`src/sv/crc_checked_command_frame_receiver_top_defines.svh`:
```
// Assertion macros shared by the command frame receiver modules.
`ifndef CRC_CHECKED_COMMAND_FRAME_RECEIVER_TOP_DEFINES_SVH
`define CRC_CHECKED_COMMAND_FRAME_RECEIVER_TOP_DEFINES_SVH

// Check that cons holds in the same cycle as ante.
`define CCFR_ASSERT_SAME(label, clk, rst, ante, cons) \
   label: assert property (@(posedge clk) disable iff (rst) (ante) |-> (cons)) \
      else $error("ccfr check failed");

// Check that cons holds in the cycle after ante.
`define CCFR_ASSERT_NEXT(label, clk, rst, ante, cons) \
   label: assert property (@(posedge clk) disable iff (rst) (ante) |=> (cons)) \
      else $error("ccfr check failed");

`endif

```
`src/sv/ccfr_pkg.sv`:
```
// Types, codes and the CRC step shared by the command frame receiver.
package ccfr_pkg;

   // Input beat kinds
   localparam logic CMD_BYTE    = 1'b0;
   localparam logic CMD_TIMEOUT = 1'b1;

   // Command codes carried in the first frame byte
   localparam logic [7:0] CODE_READ    = 8'd45;
   localparam logic [7:0] CODE_PROGRAM = 8'd94;
   localparam logic [7:0] CODE_STOP    = 8'd147;
   localparam logic [7:0] CODE_RESET   = 8'd224;

   // CRC-16/XMODEM generator polynomial
   localparam logic [15:0] CRC_POLY = 16'h1021;

   // Payload bytes shown on the result channel
   localparam int OUT_PAYLOAD_BYTES = 16;

   typedef enum logic [2:0] {
      STATUS_CRC_ERROR = 3'd0,
      STATUS_READ      = 3'd1,
      STATUS_PROGRAM   = 3'd2,
      STATUS_STOP      = 3'd3,
      STATUS_RESET     = 3'd4,
      STATUS_UNKNOWN   = 3'd5
   } status_type;

   typedef struct packed {
      status_type  status;
      logic [15:0] target_address;
      logic [63:0] payload_low;
      logic [63:0] payload_high;
   } result_type;

   // Advance the CRC by one byte, MSB first
   function automatic logic [15:0] crc16_byte(input logic [15:0] crc, input logic [7:0] data);
      logic [15:0] c;
      c = crc ^ {data, 8'h00};
      for (int k = 0; k < 8; k++) begin
         if (c[15]) begin
            c = {c[14:0], 1'b0} ^ CRC_POLY;
         end else begin
            c = {c[14:0], 1'b0};
         end
      end
      return c;
   endfunction

endpackage

```
`src/sv/ccfr_req_if.sv`:
```
// Request channel: serial byte or timeout beats.
interface ccfr_req_if;
   logic       valid;
   logic       ready;
   logic       cmd;
   logic [7:0] rx_byte;

   modport source (output valid, output cmd, output rx_byte, input ready);
   modport sink   (input valid, input cmd, input rx_byte, output ready);
endinterface

```
`src/sv/ccfr_rsp_if.sv`:
```
// Response channel: one decoded result per completed frame.
interface ccfr_rsp_if;
   logic        valid;
   logic        ready;
   logic [2:0]  status;
   logic [15:0] target_address;
   logic [63:0] payload_low;
   logic [63:0] payload_high;

   modport source (output valid, output status, output target_address,
                   output payload_low, output payload_high, input ready);
   modport sink   (input valid, input status, input target_address,
                   input payload_low, input payload_high, output ready);
endinterface

```
`src/sv/ccfr_frame.sv`:
```
// Input register, frame assembly, running CRC and command decode.
`include "crc_checked_command_frame_receiver_top_defines.svh"

module ccfr_frame #(
   parameter int PAYLOAD_BYTES = 16
) (
   input  logic                 clock,
   input  logic                 reset,
   ccfr_req_if.sink             req,
   input  logic                 out_ready,
   output logic                 res_valid,
   output ccfr_pkg::result_type res
);

   localparam int FRAME_BYTES = PAYLOAD_BYTES + 5;
   localparam int COUNT_W     = $clog2(FRAME_BYTES + 1);
   localparam int IDX_W       = (PAYLOAD_BYTES > 1) ? $clog2(PAYLOAD_BYTES) : 1;
   localparam logic [COUNT_W-1:0] POS_ADDR_LOW  = COUNT_W'(1);
   localparam logic [COUNT_W-1:0] POS_ADDR_HIGH = COUNT_W'(2);
   localparam logic [COUNT_W-1:0] POS_PAYLOAD   = COUNT_W'(3);
   localparam logic [COUNT_W-1:0] POS_CHECK_LOW = COUNT_W'(FRAME_BYTES - 2);
   localparam logic [COUNT_W-1:0] POS_LAST      = COUNT_W'(FRAME_BYTES - 1);
   localparam logic [COUNT_W-1:0] COUNT_LIMIT   = COUNT_W'(FRAME_BYTES);

   // Input register
   logic       in_valid_ff, in_valid_in;
   logic       in_cmd_ff, in_cmd_in;
   logic [7:0] in_byte_ff, in_byte_in;

   // Frame state
   logic [COUNT_W-1:0] count_ff, count_in;
   logic [15:0]        crc_ff, crc_in;
   logic [7:0]         command_ff;
   logic [15:0]        address_ff;
   logic [7:0]         payload_ff [PAYLOAD_BYTES];
   logic [7:0]         check_low_ff;

   logic               advance;
   logic               byte_beat;
   logic [COUNT_W-1:0] pos;
   logic [15:0]        crc_next;
   logic [IDX_W-1:0]   payload_idx;
   logic               wr_command, wr_addr_low, wr_addr_high, wr_payload, wr_check_low;
   logic [15:0]        received_crc;
   logic [8*ccfr_pkg::OUT_PAYLOAD_BYTES-1:0] payload_flat;
   ccfr_pkg::status_type command_status;

   // Take a new beat whenever the input register is empty or the held one moves on
   assign advance   = in_valid_ff && out_ready;
   assign req.ready = !in_valid_ff || advance;

   always_comb begin
      in_valid_in = in_valid_ff;
      in_cmd_in   = in_cmd_ff;
      in_byte_in  = in_byte_ff;
      if (req.ready) begin
         in_valid_in = req.valid;
         in_cmd_in   = req.cmd;
         in_byte_in  = req.rx_byte;
      end
   end

   always_ff @(posedge clock) begin
      if (reset) begin
         in_valid_ff <= 1'b0;
      end else begin
         in_valid_ff <= in_valid_in;
      end
      in_cmd_ff  <= in_cmd_in;
      in_byte_ff <= in_byte_in;
   end

   // Locate the held byte in the frame
   assign byte_beat   = advance && (in_cmd_ff == ccfr_pkg::CMD_BYTE);
   assign pos         = (count_ff >= COUNT_LIMIT) ? '0 : count_ff;
   assign crc_next    = ccfr_pkg::crc16_byte((pos == '0) ? 16'h0000 : crc_ff, in_byte_ff);
   assign payload_idx = IDX_W'(pos - POS_PAYLOAD);

   assign wr_command   = byte_beat && (pos == '0);
   assign wr_addr_low  = byte_beat && (pos == POS_ADDR_LOW);
   assign wr_addr_high = byte_beat && (pos == POS_ADDR_HIGH);
   assign wr_payload   = byte_beat && (pos >= POS_PAYLOAD) && (pos < POS_CHECK_LOW);
   assign wr_check_low = byte_beat && (pos == POS_CHECK_LOW);

   // Advance the byte count and running CRC; restart after the last byte, drop the frame on timeout
   always_comb begin
      count_in = count_ff;
      crc_in   = crc_ff;
      if (advance) begin
         if (in_cmd_ff == ccfr_pkg::CMD_TIMEOUT) begin
            count_in = '0;
            crc_in   = '0;
         end else if (pos == POS_LAST) begin
            count_in = '0;
            crc_in   = '0;
         end else begin
            count_in = pos + COUNT_W'(1);
            if (pos != POS_CHECK_LOW) begin
               crc_in = crc_next;
            end
         end
      end
   end

   always_ff @(posedge clock) begin
      if (reset) begin
         count_ff <= '0;
         crc_ff   <= '0;
      end else begin
         count_ff <= count_in;
         crc_ff   <= crc_in;
      end
   end

   // Store the frame fields
   always_ff @(posedge clock) begin
      if (wr_command) begin
         command_ff <= in_byte_ff;
      end
      if (wr_addr_low) begin
         address_ff[7:0] <= in_byte_ff;
      end
      if (wr_addr_high) begin
         address_ff[15:8] <= in_byte_ff;
      end
      if (wr_payload) begin
         payload_ff[payload_idx] <= in_byte_ff;
      end
      if (wr_check_low) begin
         check_low_ff <= in_byte_ff;
      end
   end

   // Gather the visible payload bytes, zero past the payload size
   for (genvar k = 0; k < ccfr_pkg::OUT_PAYLOAD_BYTES; k++) begin : g_pack
      if (k < PAYLOAD_BYTES) begin : g_byte
         assign payload_flat[8*k +: 8] = payload_ff[k];
      end else begin : g_zero
         assign payload_flat[8*k +: 8] = 8'h00;
      end
   end

   // Decode the command code
   always_comb begin
      case (command_ff)
         ccfr_pkg::CODE_READ:    command_status = ccfr_pkg::STATUS_READ;
         ccfr_pkg::CODE_PROGRAM: command_status = ccfr_pkg::STATUS_PROGRAM;
         ccfr_pkg::CODE_STOP:    command_status = ccfr_pkg::STATUS_STOP;
         ccfr_pkg::CODE_RESET:   command_status = ccfr_pkg::STATUS_RESET;
         default:                command_status = ccfr_pkg::STATUS_UNKNOWN;
      endcase
   end

   // Check the received CRC on the last byte and form the result
   assign received_crc = {in_byte_ff, check_low_ff};
   assign res_valid    = byte_beat && (pos == POS_LAST);

   always_comb begin
      if (received_crc == crc_ff) begin
         res.status         = command_status;
         res.target_address = address_ff;
         res.payload_low    = payload_flat[63:0];
         res.payload_high   = payload_flat[127:64];
      end else begin
         res.status         = ccfr_pkg::STATUS_CRC_ERROR;
         res.target_address = '0;
         res.payload_low    = '0;
         res.payload_high   = '0;
      end
   end

   `CCFR_ASSERT_SAME(a_count_in_frame, clock, reset, 1'b1, count_ff < COUNT_LIMIT)
   `CCFR_ASSERT_NEXT(a_result_restarts_frame, clock, reset, res_valid,
                     count_ff == '0 && crc_ff == 16'h0000)
   `CCFR_ASSERT_NEXT(a_timeout_drops_frame, clock, reset,
                     advance && in_cmd_ff == ccfr_pkg::CMD_TIMEOUT,
                     count_ff == '0 && crc_ff == 16'h0000)

endmodule

```
`src/sv/ccfr_skid.sv`:
```
// Result register with a skid stage in front of the response channel.
`include "crc_checked_command_frame_receiver_top_defines.svh"

module ccfr_skid (
   input  logic                 clock,
   input  logic                 reset,
   input  logic                 d_valid,
   input  ccfr_pkg::result_type d,
   output logic                 d_ready,
   ccfr_rsp_if.source           rsp
);

   logic                 main_valid_ff, main_valid_in;
   logic                 skid_valid_ff, skid_valid_in;
   ccfr_pkg::result_type main_ff, main_in;
   ccfr_pkg::result_type skid_ff, skid_in;
   logic                 take;

   assign take    = main_valid_ff && rsp.ready;
   assign d_ready = !skid_valid_ff;

   // Refill the result register from the skid first, then from the new beat
   always_comb begin
      main_valid_in = main_valid_ff;
      skid_valid_in = skid_valid_ff;
      main_in       = main_ff;
      skid_in       = skid_ff;
      if (take || !main_valid_ff) begin
         if (skid_valid_ff) begin
            main_valid_in = 1'b1;
            main_in       = skid_ff;
            skid_valid_in = 1'b0;
         end else begin
            main_valid_in = d_valid;
            main_in       = d;
         end
      end else if (d_valid) begin
         skid_valid_in = 1'b1;
         skid_in       = d;
      end
   end

   always_ff @(posedge clock) begin
      if (reset) begin
         main_valid_ff <= 1'b0;
         skid_valid_ff <= 1'b0;
      end else begin
         main_valid_ff <= main_valid_in;
         skid_valid_ff <= skid_valid_in;
      end
      main_ff <= main_in;
      skid_ff <= skid_in;
   end

   assign rsp.valid          = main_valid_ff;
   assign rsp.status         = main_ff.status;
   assign rsp.target_address = main_ff.target_address;
   assign rsp.payload_low    = main_ff.payload_low;
   assign rsp.payload_high   = main_ff.payload_high;

   `CCFR_ASSERT_SAME(a_skid_behind_main, clock, reset, skid_valid_ff, main_valid_ff)
   `CCFR_ASSERT_NEXT(a_main_holds, clock, reset, main_valid_ff && !rsp.ready,
                     main_valid_ff && $stable(main_ff))
   `CCFR_ASSERT_NEXT(a_skid_holds, clock, reset, skid_valid_ff && !rsp.ready,
                     skid_valid_ff && $stable(skid_ff))

endmodule

```
`src/sv/crc_checked_command_frame_receiver_top.sv`:
```
// Top level of the CRC-checked command frame receiver.
//
// req carries one beat per serial event: cmd 0 with rx_byte for a received
// byte, cmd 1 for an inter-byte timeout, which drops any partial frame.
// A frame is PAYLOAD_BYTES + 5 bytes: command, address (low byte first),
// payload, then a CRC-16/XMODEM over all earlier bytes, low byte first.
// The last byte of a frame gives one beat on rsp: status 0 for a CRC
// mismatch (address and payload zero), else the decoded command with the
// address and the first 16 payload bytes; no other beat gives a result.
// Throughput is one req beat per cycle while the skid stage has room; the per-byte CRC step is a single
// unrolled 8-bit update between the input register and the frame state.
// After the final byte is accepted it sits in the input register, then the
// result moves to the result register, which drives rsp.valid.
// While rsp is stalled the result register holds and a skid stage takes
// one more result; req.ready drops only when the skid stage is also full.
// Synchronous reset empties both registers and restarts frame assembly.
module crc_checked_command_frame_receiver_top #(
   parameter int PAYLOAD_BYTES = 16
) (
   input  logic       clock,
   input  logic       reset,
   ccfr_req_if.sink   req,
   ccfr_rsp_if.source rsp
);

   logic                 res_valid;
   logic                 res_ready;
   ccfr_pkg::result_type res;

   // Assemble frames and decode the command
   ccfr_frame #(
      .PAYLOAD_BYTES(PAYLOAD_BYTES)
   ) u_frame (
      .clock     (clock),
      .reset     (reset),
      .req       (req),
      .out_ready (res_ready),
      .res_valid (res_valid),
      .res       (res)
   );

   // Hold results for the response channel
   ccfr_skid u_skid (
      .clock   (clock),
      .reset   (reset),
      .d_valid (res_valid),
      .d       (res),
      .d_ready (res_ready),
      .rsp     (rsp)
   );

endmodule
```
`src/flat_wrapper.sv`:
```
// flat-port wrapper written by rule: the top's interface ports become plain ports
module crc_checked_command_frame_receiver_top_flat 
#(
   parameter int PAYLOAD_BYTES = 16
)
  (clock, reset, req_valid, req_cmd, req_rx_byte, req_ready, rsp_valid, rsp_status, rsp_target_address, rsp_payload_low, rsp_payload_high, rsp_ready);
  ccfr_req_if req_i ();
  ccfr_rsp_if rsp_i ();
  input  logic clock;
  input  logic reset;
  input wire logic [$bits(req_i.valid)-1:0] req_valid;
  input wire logic [$bits(req_i.cmd)-1:0] req_cmd;
  input wire logic [$bits(req_i.rx_byte)-1:0] req_rx_byte;
  output wire logic [$bits(req_i.ready)-1:0] req_ready;
  output wire logic [$bits(rsp_i.valid)-1:0] rsp_valid;
  output wire logic [$bits(rsp_i.status)-1:0] rsp_status;
  output wire logic [$bits(rsp_i.target_address)-1:0] rsp_target_address;
  output wire logic [$bits(rsp_i.payload_low)-1:0] rsp_payload_low;
  output wire logic [$bits(rsp_i.payload_high)-1:0] rsp_payload_high;
  input wire logic [$bits(rsp_i.ready)-1:0] rsp_ready;
  assign req_i.valid = req_valid;
  assign req_i.cmd = req_cmd;
  assign req_i.rx_byte = req_rx_byte;
  assign req_ready = req_i.ready;
  assign rsp_valid = rsp_i.valid;
  assign rsp_status = rsp_i.status;
  assign rsp_target_address = rsp_i.target_address;
  assign rsp_payload_low = rsp_i.payload_low;
  assign rsp_payload_high = rsp_i.payload_high;
  assign rsp_i.ready = rsp_ready;
  crc_checked_command_frame_receiver_top #(.PAYLOAD_BYTES(PAYLOAD_BYTES)) u_core (.clock(clock), .reset(reset), .req(req_i), .rsp(rsp_i));
endmodule
```
`config.mk`:
```
export PLATFORM = sky130hd
export DESIGN_NAME = crc_checked_command_frame_receiver_top_flat
export DESIGN_NICKNAME = d
export VERILOG_FILES = /design/src/sv/ccfr_pkg.sv /design/src/sv/ccfr_req_if.sv /design/src/sv/ccfr_rsp_if.sv /design/src/sv/ccfr_frame.sv /design/src/sv/ccfr_skid.sv /design/src/sv/crc_checked_command_frame_receiver_top.sv /design/src/flat_wrapper.sv
export VERILOG_INCLUDE_DIRS = /design/src /design/src/sv
export SDC_FILE = /design/constraint.sdc
export NUM_CORES = 1
export LEC_CHECK = 0
export BUFFER_PORTS_ARGS = -buffer_cell sky130_fd_sc_hd__clkbuf_2
export CAP_MARGIN = 20
export CORE_ASPECT_RATIO = 1.4
export CORE_MARGIN = 4
export CORE_UTILIZATION = 40
export CTS_CLUSTER_SIZE = 20
export DETAILED_ROUTE_END_ITERATION = 12
export HOLD_SLACK_MARGIN = 0.03
export PLACE_DENSITY = 0.67
export SYNTH_ARGS = -nofsm -noshare
export SYNTH_HDL_FRONTEND = slang
export SYNTH_SLANG_ARGS = --single-unit
```
`constraint.sdc`:
```
create_clock -name clock -period 21 [get_ports clock]
set_clock_uncertainty 0.2 [all_clocks]
set_input_delay 1.05 -clock clock [delete_from_list [all_inputs] [get_ports clock]]
set_output_delay 1.05 -clock clock [all_outputs]
set_load 0.02 [all_outputs]
```
==> results.yml, run 1 <==
timing:
  hold_slack_ps: 326.0
  setup_tns_ps: 0
  fmax_ghz: 0.2333
  hold_violations: 0
  slew_viol_final: 0
  setup_viol: 0
  layout_min_cycle_time_ps: 4286
  worst_pin_slew_ps: 998.2
  relSlewSlack_pct: 32.94
  rsz0062_at_grt: "false"
  fin_crit_sh_pct: 20.41
synth:
  syn-num-nets: 1426
  synth_cells: 1409
  ys_ff_latch: 487
  synth_fa_ha_area_share_pct: 0.2551
  yosys_warnings: 0
  synth-simple-area-share_pct: 15.64
  netlist_area_um2: 19620
  synth-xor-area-share_pct: 1.830
  muxShareOfSynthArea_pct: 0
  synthArstFlopShare_pct: 0
  synth_flop_cell: "edfxtp_1"
  synth_top_family_by_area: "simple AND/OR/NAND/NOR gates"
  synth.avg_cell_area_um2: 13.92
  synth_cell_types: 57
  synth_compound_area_share_pct: 6.811
  yosysSeqAreaShare_pct: 73.31
  synth_edf_count: 463
clocking:
  post_cts_buffers: 0
  htreeDepth: 2
  clockBufferDepth: 3
  ctsRootBufferMaster: "clkbuf_16"
  cts_hold_buf: 0
  clk_latency_ps: 560
  cts_buffers: 44
  cts_sinks: 487
  cts_resized: 0
  cts_tree: "done"
  clk_pin_slew_worst_paths_ps: 60
die:
  die_height_um: 270.1
  die_area_um2: 52710
  rows: 95
  start_util_pct: 40.66
  die_x_um: 195.2
  pin_count: 162
  fp.coreArea_um2: 48260
global_routing:
  antenna_found_initial: 0
  grt_max_degree: 106
  overflow: 0
  grt_pass1_vias: 11048
  track_usage_pct: 15.22
  grt_first_pass_wirelength_um: 63820
power:
  vdd_drop_max_v: 0.00006278
  power_density_nw_per_um2: 83.60
  leakagePower_uw: 0.008723
hold_path:
  min_path_type: "flip-flop to flip-flop"
cells_and_area:
  area_delta_synth_final_pct: 14.73
  fill_cells: 4269
  final_nets: 1575
  num_antenna_cells: 0
  drive_gt1_share_pct: 17.06
critical_path:
  critPathLaunchType: "flip-flop"
  cp_slowest_stage_delay_ps: 880
  worstPathRequired_ps: 19750
  arrival_ps: 3040
  crit_chain: "buf_4, nand2_1, clkbuf_2"
  critPathKind: "flip-flop to output pin"
  cp_max_fo: 105
  cp_top_family: "buffers and inverters"
  crit_slowest_cell: "dfxtp_4"
  worst-path-buf-inv: 2
  critPathCaptureType: "output pin"
routing:
  via_per_inst: 4.969
  num_vias: 11052
  drtAntennaViolNets: 0
  drt-initial-drc-count: 1003
  routed_wl_um: 41090
  wl_per_cell_um: 18.48
  drt_pass1_iterations: 5
  drc: 0
job:
  drv_cap: 0
placement:
  port_buffers: 161
  hpwl_um: 24580
  place.gp.congestion: 0.7746
run_status:
  status: "finished, final reports clean"
[cell type report]
| class | instances | area, um^2 | area share, % |
|---|---|---|---|
| Sequential cell | 487 | 14390 | 63.92 |
| Multi-Input combinational cell | 822 | 4833 | 21.47 |
| Clock buffer | 55 | 1164 | 5.169 |
| Timing Repair Buffer | 194 | 1051 | 4.669 |
| Tap cell | 630 | 788.3 | 3.502 |
| Clock inverter | 27 | 252.7 | 1.123 |
| Inverter | 9 | 33.78 | 0.1501 |
[registers in the layout, indices dropped and copies added (netlist names)]
register,flops
u_core.u_frame.in_byte_ff,8
u_core.u_skid.skid_ff,147
u_core.u_frame.in_cmd_ff,1
u_core.u_skid.rsp.target_address,16
u_core.u_skid.rsp.payload_low,64
u_core.u_frame.payload_ff,128
u_core.u_frame.command_ff,8
u_core.u_frame.crc_ff,16
u_core.u_skid.rsp.payload_high,64
u_core.u_skid.rsp.status,3
u_core.u_frame.in_valid_ff,1
u_core.u_frame.address_ff,16
u_core.u_skid.skid_valid_ff,1
u_core.u_skid.rsp.valid,1
u_core.u_frame.count_ff,5
u_core.u_frame.check_low_ff,8
[layout by cell type, fill, tap and decap left out, types with 23 or more instances in the layout]
cell type / instances
and2_1: 149
buf_4: 30
clkbuf_16: 45
clkbuf_2: 161
dfxtp_1: 23
edfxtp_1: 463
nand2_1: 157
nand2b_1: 148
o21ai_0: 150
xor2_1: 31
[power by group]
| part | internal (uW) | switching (uW) | total [uW] |
|---|---|---|---|
| Clock | 455 | 339 | 794 |
| Sequential | 1050 | 3.15 | 1060 |
| Combinational | 9.07 | 21.3 | 30.4 |
[cells by family (layout without fill, tap and decap cells)]
logic type / count (synthesis) / in the layout
flip-flops: 487 / 487
AO/OA/AOI/OAI: 222 / 222
XOR/XNOR: 41 / 41
AND/OR/NAND/NOR: 555 / 555
buffers and inverters: 100 / 285
adder cells (fa/ha/maj): 4 / 4
[worst reg2reg max path: stages, from the launching register on]
cell	delay [ps]
dfxtp_1	750
o21ai_0	230
and2_1	250
ha_1	430
or4b_2	690
a21oi_1	170
a311oi_1	110
nor3_1	830
[Yosys cell counts, types with 5 or more instances]
cell | count | area share, %
o211ai_1 | 9 | 0.34
clkbuf_2 | 6 | 0.15
o2111ai_1 | 8 | 0.36
nand2_1 | 157 | 3.0
buf_2 | 8 | 0.20
xnor2_1 | 10 | 0.45
dfxtp_1 | 24 | 2.4
o21ai_0 | 150 | 3.8
and2_1 | 149 | 4.8
nand2b_1 | 149 | 4.8
a32o_1 | 8 | 0.41
or2_2 | 7 | 0.22
nor2b_1 | 5 | 0.16
edfxtp_1 | 463 | 71
o21bai_1 | 6 | 0.23
a21o_1 | 8 | 0.31
xor2_1 | 31 | 1.4
nor2_1 | 16 | 0.31
nor3b_1 | 6 | 0.23
nand3_1 | 17 | 0.43
clkbuf_1 | 73 | 1.4
nand3b_1 | 5 | 0.19
nor3_1 | 16 | 0.41
inv_1 | 9 | 0.17
a21oi_1 | 10 | 0.26
[metrics by stage]
stage	utilization (%)	setup slack [ps]	std cells	power (uW)	cell area, um^2
floorplan	-	4804	1409	1096	19620
global placement	43.65	17110	2138	1108	21070
detailed placement	43.67	16910	2139	1109	21070
CTS	46.60	16670	2221	1904	22490
global route	46.65	16470	2224	1946	22510
finish	46.65	16710	2224	1882	22510
[final timing paths]
path | startpoint | to | slack [ps] | depth (start not counted)
max reg2reg | u_core.u_frame.count_ff[2] | u_core.u_frame.payload_ff[1][7] | 16970 | 7
max | u_core.u_skid.skid_valid_ff | req_ready | 16710 | 3
min reg2reg | u_core.u_skid.skid_ff[128] | u_core.u_skid.rsp.target_address[0] | 330 | 2
min | u_core.u_skid.skid_ff[128] | u_core.u_skid.rsp.target_address[0] | 330 | 2
[routing by layer]
| layer | wire length, um | track usage, % | vias up | share of wire, % |
|---|---|---|---|---|
| li1 | - | - | 5335 | - |
| met1 | 16990 | 19.06 | 5403 | 41 |
| met2 | 21290 | 26.98 | 245 | 52 |
| met3 | 1636 | 2.046 | 69 | 4.0 |
| met4 | 1179 | 5.515 | 0 | 2.9 |
| met5 | 0 | 0 | - | 0 |
Note: power is estimated with default switching activity, not from simulation.
==> run 2, diff against run 1 <==
--- a/config.mk
+++ b/config.mk
@@ -14,7 +14,7 @@
 export CTS_CLUSTER_SIZE = 20
 export DETAILED_ROUTE_END_ITERATION = 12
 export HOLD_SLACK_MARGIN = 0.03
-export PLACE_DENSITY = 0.67
+export PLACE_DENSITY = 0.69
 export SYNTH_ARGS = -nofsm -noshare
 export SYNTH_HDL_FRONTEND = slang
 export SYNTH_SLANG_ARGS = --single-unit
==> constraint.sdc (replaced) <==
create_clock -name clock -period 3.9 [get_ports clock]
set_clock_uncertainty 0.2 [all_clocks]
set_input_delay 0.195 -clock clock [delete_from_list [all_inputs] [get_ports clock]]
set_output_delay 0.195 -clock clock [all_outputs]
set_load 0.02 [all_outputs]
==> results.yml, run 2 (synthesis gave the netlist of run 1 again) <==
timing:
  fin_crit_sh_pct: 84.57
  worst_pin_slew_ps: 1171
  setup_tns_ps: 0
  setup_viol: 0
  fmax_ghz: 0.3032
  rsz0062_at_grt: "false"
  hold_violations: 0
  slew_viol_final: 0
  layout_min_cycle_time_ps: 3298
  relSlewSlack_pct: 21.96
global_routing:
  grt_max_degree: 298
  antenna_found_initial: 0
  grt_first_pass_wirelength_um: 64920
  grt_pass1_vias: 11143
  track_usage_pct: 15.42
  overflow: 0
die:
  start_util_pct: 40.66
  die_height_um: 270.1
  die_area_um2: 52710
  die_x_um: 195.2
  fp.coreArea_um2: 48260
  pin_count: 162
  rows: 95
hold_path:
  hold_path.startpoint: "req_rx_byte[3]"
  worstHoldPathCells: 2
  min_path_type: "input pin to flip-flop"
  whs_endpoint: "u_core.u_frame.in_byte_ff[3]"
routing:
  via_per_inst: 5.016
  drt-initial-drc-count: 923
  drtAntennaViolNets: 0
  routed_wl_um: 41480
  drc: 0
  num_vias: 11215
  wl_per_cell_um: 18.55
  drt_pass1_iterations: 5
clocking:
  clk_latency_ps: 540
  cts_resized: 0
  htreeDepth: 2
  cts_tree: "done"
  clk_pin_slew_worst_paths_ps: 60
  clockBufferDepth: 3
  cts_buffers: 43
  ctsRootBufferMaster: "clkbuf_16"
  cts_sinks: 487
critical_path:
  cp_max_fo: 26
  arrival_ps: 3270
  ff2ff_setup_slack_ps: 600
  critPathKind: "flip-flop to flip-flop"
  rr_worst_depth: 9
  critPathLaunchType: "flip-flop"
  worstPathRequired_ps: 3870
  timing.rr.start: "u_core.u_frame.count_ff[2]"
  critPathCaptureType: "flip-flop"
  r2r_end: "u_core.u_frame.payload_ff[0][1]"
power:
  power_density_nw_per_um2: 444.7
  leakagePower_uw: 0.008823
  vdd_drop_max_v: 0.0002530
  p_total_uw: 10120
cells_and_area:
  area_delta_synth_final_pct: 15.95
  largestRegisters: "u_core.u_skid.skid_ff (147), u_core.u_frame.payload_ff (128)"
  regMostFlops: "u_core.u_skid.skid_ff"
  drive_gt1_share_pct: 17.93
  largest_reg_flops: 147
  num_antenna_cells: 0
  layout_commonest_cell: "edfxtp_1"
  final_nets: 1590
  layout_common_cells: "edfxtp_1, clkbuf_2, nand2_1, o21ai_0, and2_1"
placement:
  port_buffers: 161
  hpwl_um: 25090
  place.gp.congestion: 0.8313
run_status:
  status: "finished, final reports clean"
job:
  drv_cap: 0
==> run 2: cell types whose count changed in the layout (fill, tap and decap cells not counted), sizes merged, moves of 2 or more <==
cell | before | now
dlygate4sd3 | 0 | 12
clkinvlp | 1 | 4
clkbuf | 218 | 211
buf | 31 | 37
clkinv | 19 | 17
==> run 2: area by class of cell <==
| type | instances | area [um^2] |
|---|---|---|
| fillers | 4260 | 25510 |
| flip-flops and latches | 487 | 14390 |
| multi-input cells | 822 | 4852 |
| repair buffers | 210 | 1279 |
| clock buffers | 50 | 1102 |
| well taps | 630 | 788.3 |
| clock inverters | 28 | 301.5 |
| inverters | 9 | 33.78 |
==> run 2: timing repair <==
| item | in CTS | in global routing |
|---|---|---|
| hold buffers | 12 | 0 |
| setup buffers | 0 | 0 |
| endpoints found under the hold margin | 16 | 0 |
==> run 2: worst max-delay path by stage <==
stage | from | to | slack [ps] | depth (start not counted)
finish | u_core.u_frame.count_ff[2] | u_core.u_frame.payload_ff[0][1] | 600 | 9
global route | u_core.u_frame.count_ff[2] | u_core.u_frame.payload_ff[0][2] | 420 | 9
CTS | u_core.u_frame.count_ff[2] | u_core.u_frame.payload_ff[0][4] | 640 | 9
detailed placement | u_core.u_frame.count_ff[2] | u_core.u_frame.payload_ff[0][0] | 650 | 9
global placement | u_core.u_frame.count_ff[2] | u_core.u_frame.payload_ff[0][4] | 780 | 9
floorplan | u_core.u_skid.rsp.valid | u_core.u_skid.skid_ff[0] | -1720 | 2
==> run 2: metrics by stage <==
stage / instance area [um^2] / utilization (%) / hold slack, ps / worst slack (ps) / std cells
after floorplan: 19680 / - / 93.87 / -1720 / 1409
after global placement: 21230 / 43.98 / 189.0 / 778.8 / 2146
after detailed placement: 21230 / 43.98 / 187.0 / 652.4 / 2146
after CTS: 22750 / 47.14 / 156.0 / 636.4 / 2236
after global routing: 22750 / 47.14 / 176.0 / 419.3 / 2236
final: 22750 / 47.14 / 179.5 / 601.8 / 2236
==> run 2: worst max-delay path, cell delays in order (launching register included) <==
cell      delay, ps
dfxtp_2         570
o21ai_0         180
nand2_1         180
inv_1            80
ha_1            200
buf_4           200
or3b_2          460
a21oi_1         170
a311oi_1        120
nor3b_2         560
==> run 2: report_power, final <==
part	leakage [uW]	switching, uW	internal (uW)
Clock	0.000681	1810	2430
Combinational	0.00289	116	57.4
Sequential	0.00526	19.6	5680
Total	0.00882	1950	8170
==> run 2: layer usage <==
layer | GRT usage [%] | part of all wire (%) | vias to the layer above
met1 | 19.06 | 40 | 5468
met4 | 5.551 | 3.1 | 0
met5 | 0 | 0 | -
met3 | 2.221 | 4.3 | 81
li1 | - | - | 5365
met2 | 27.52 | 53 | 301
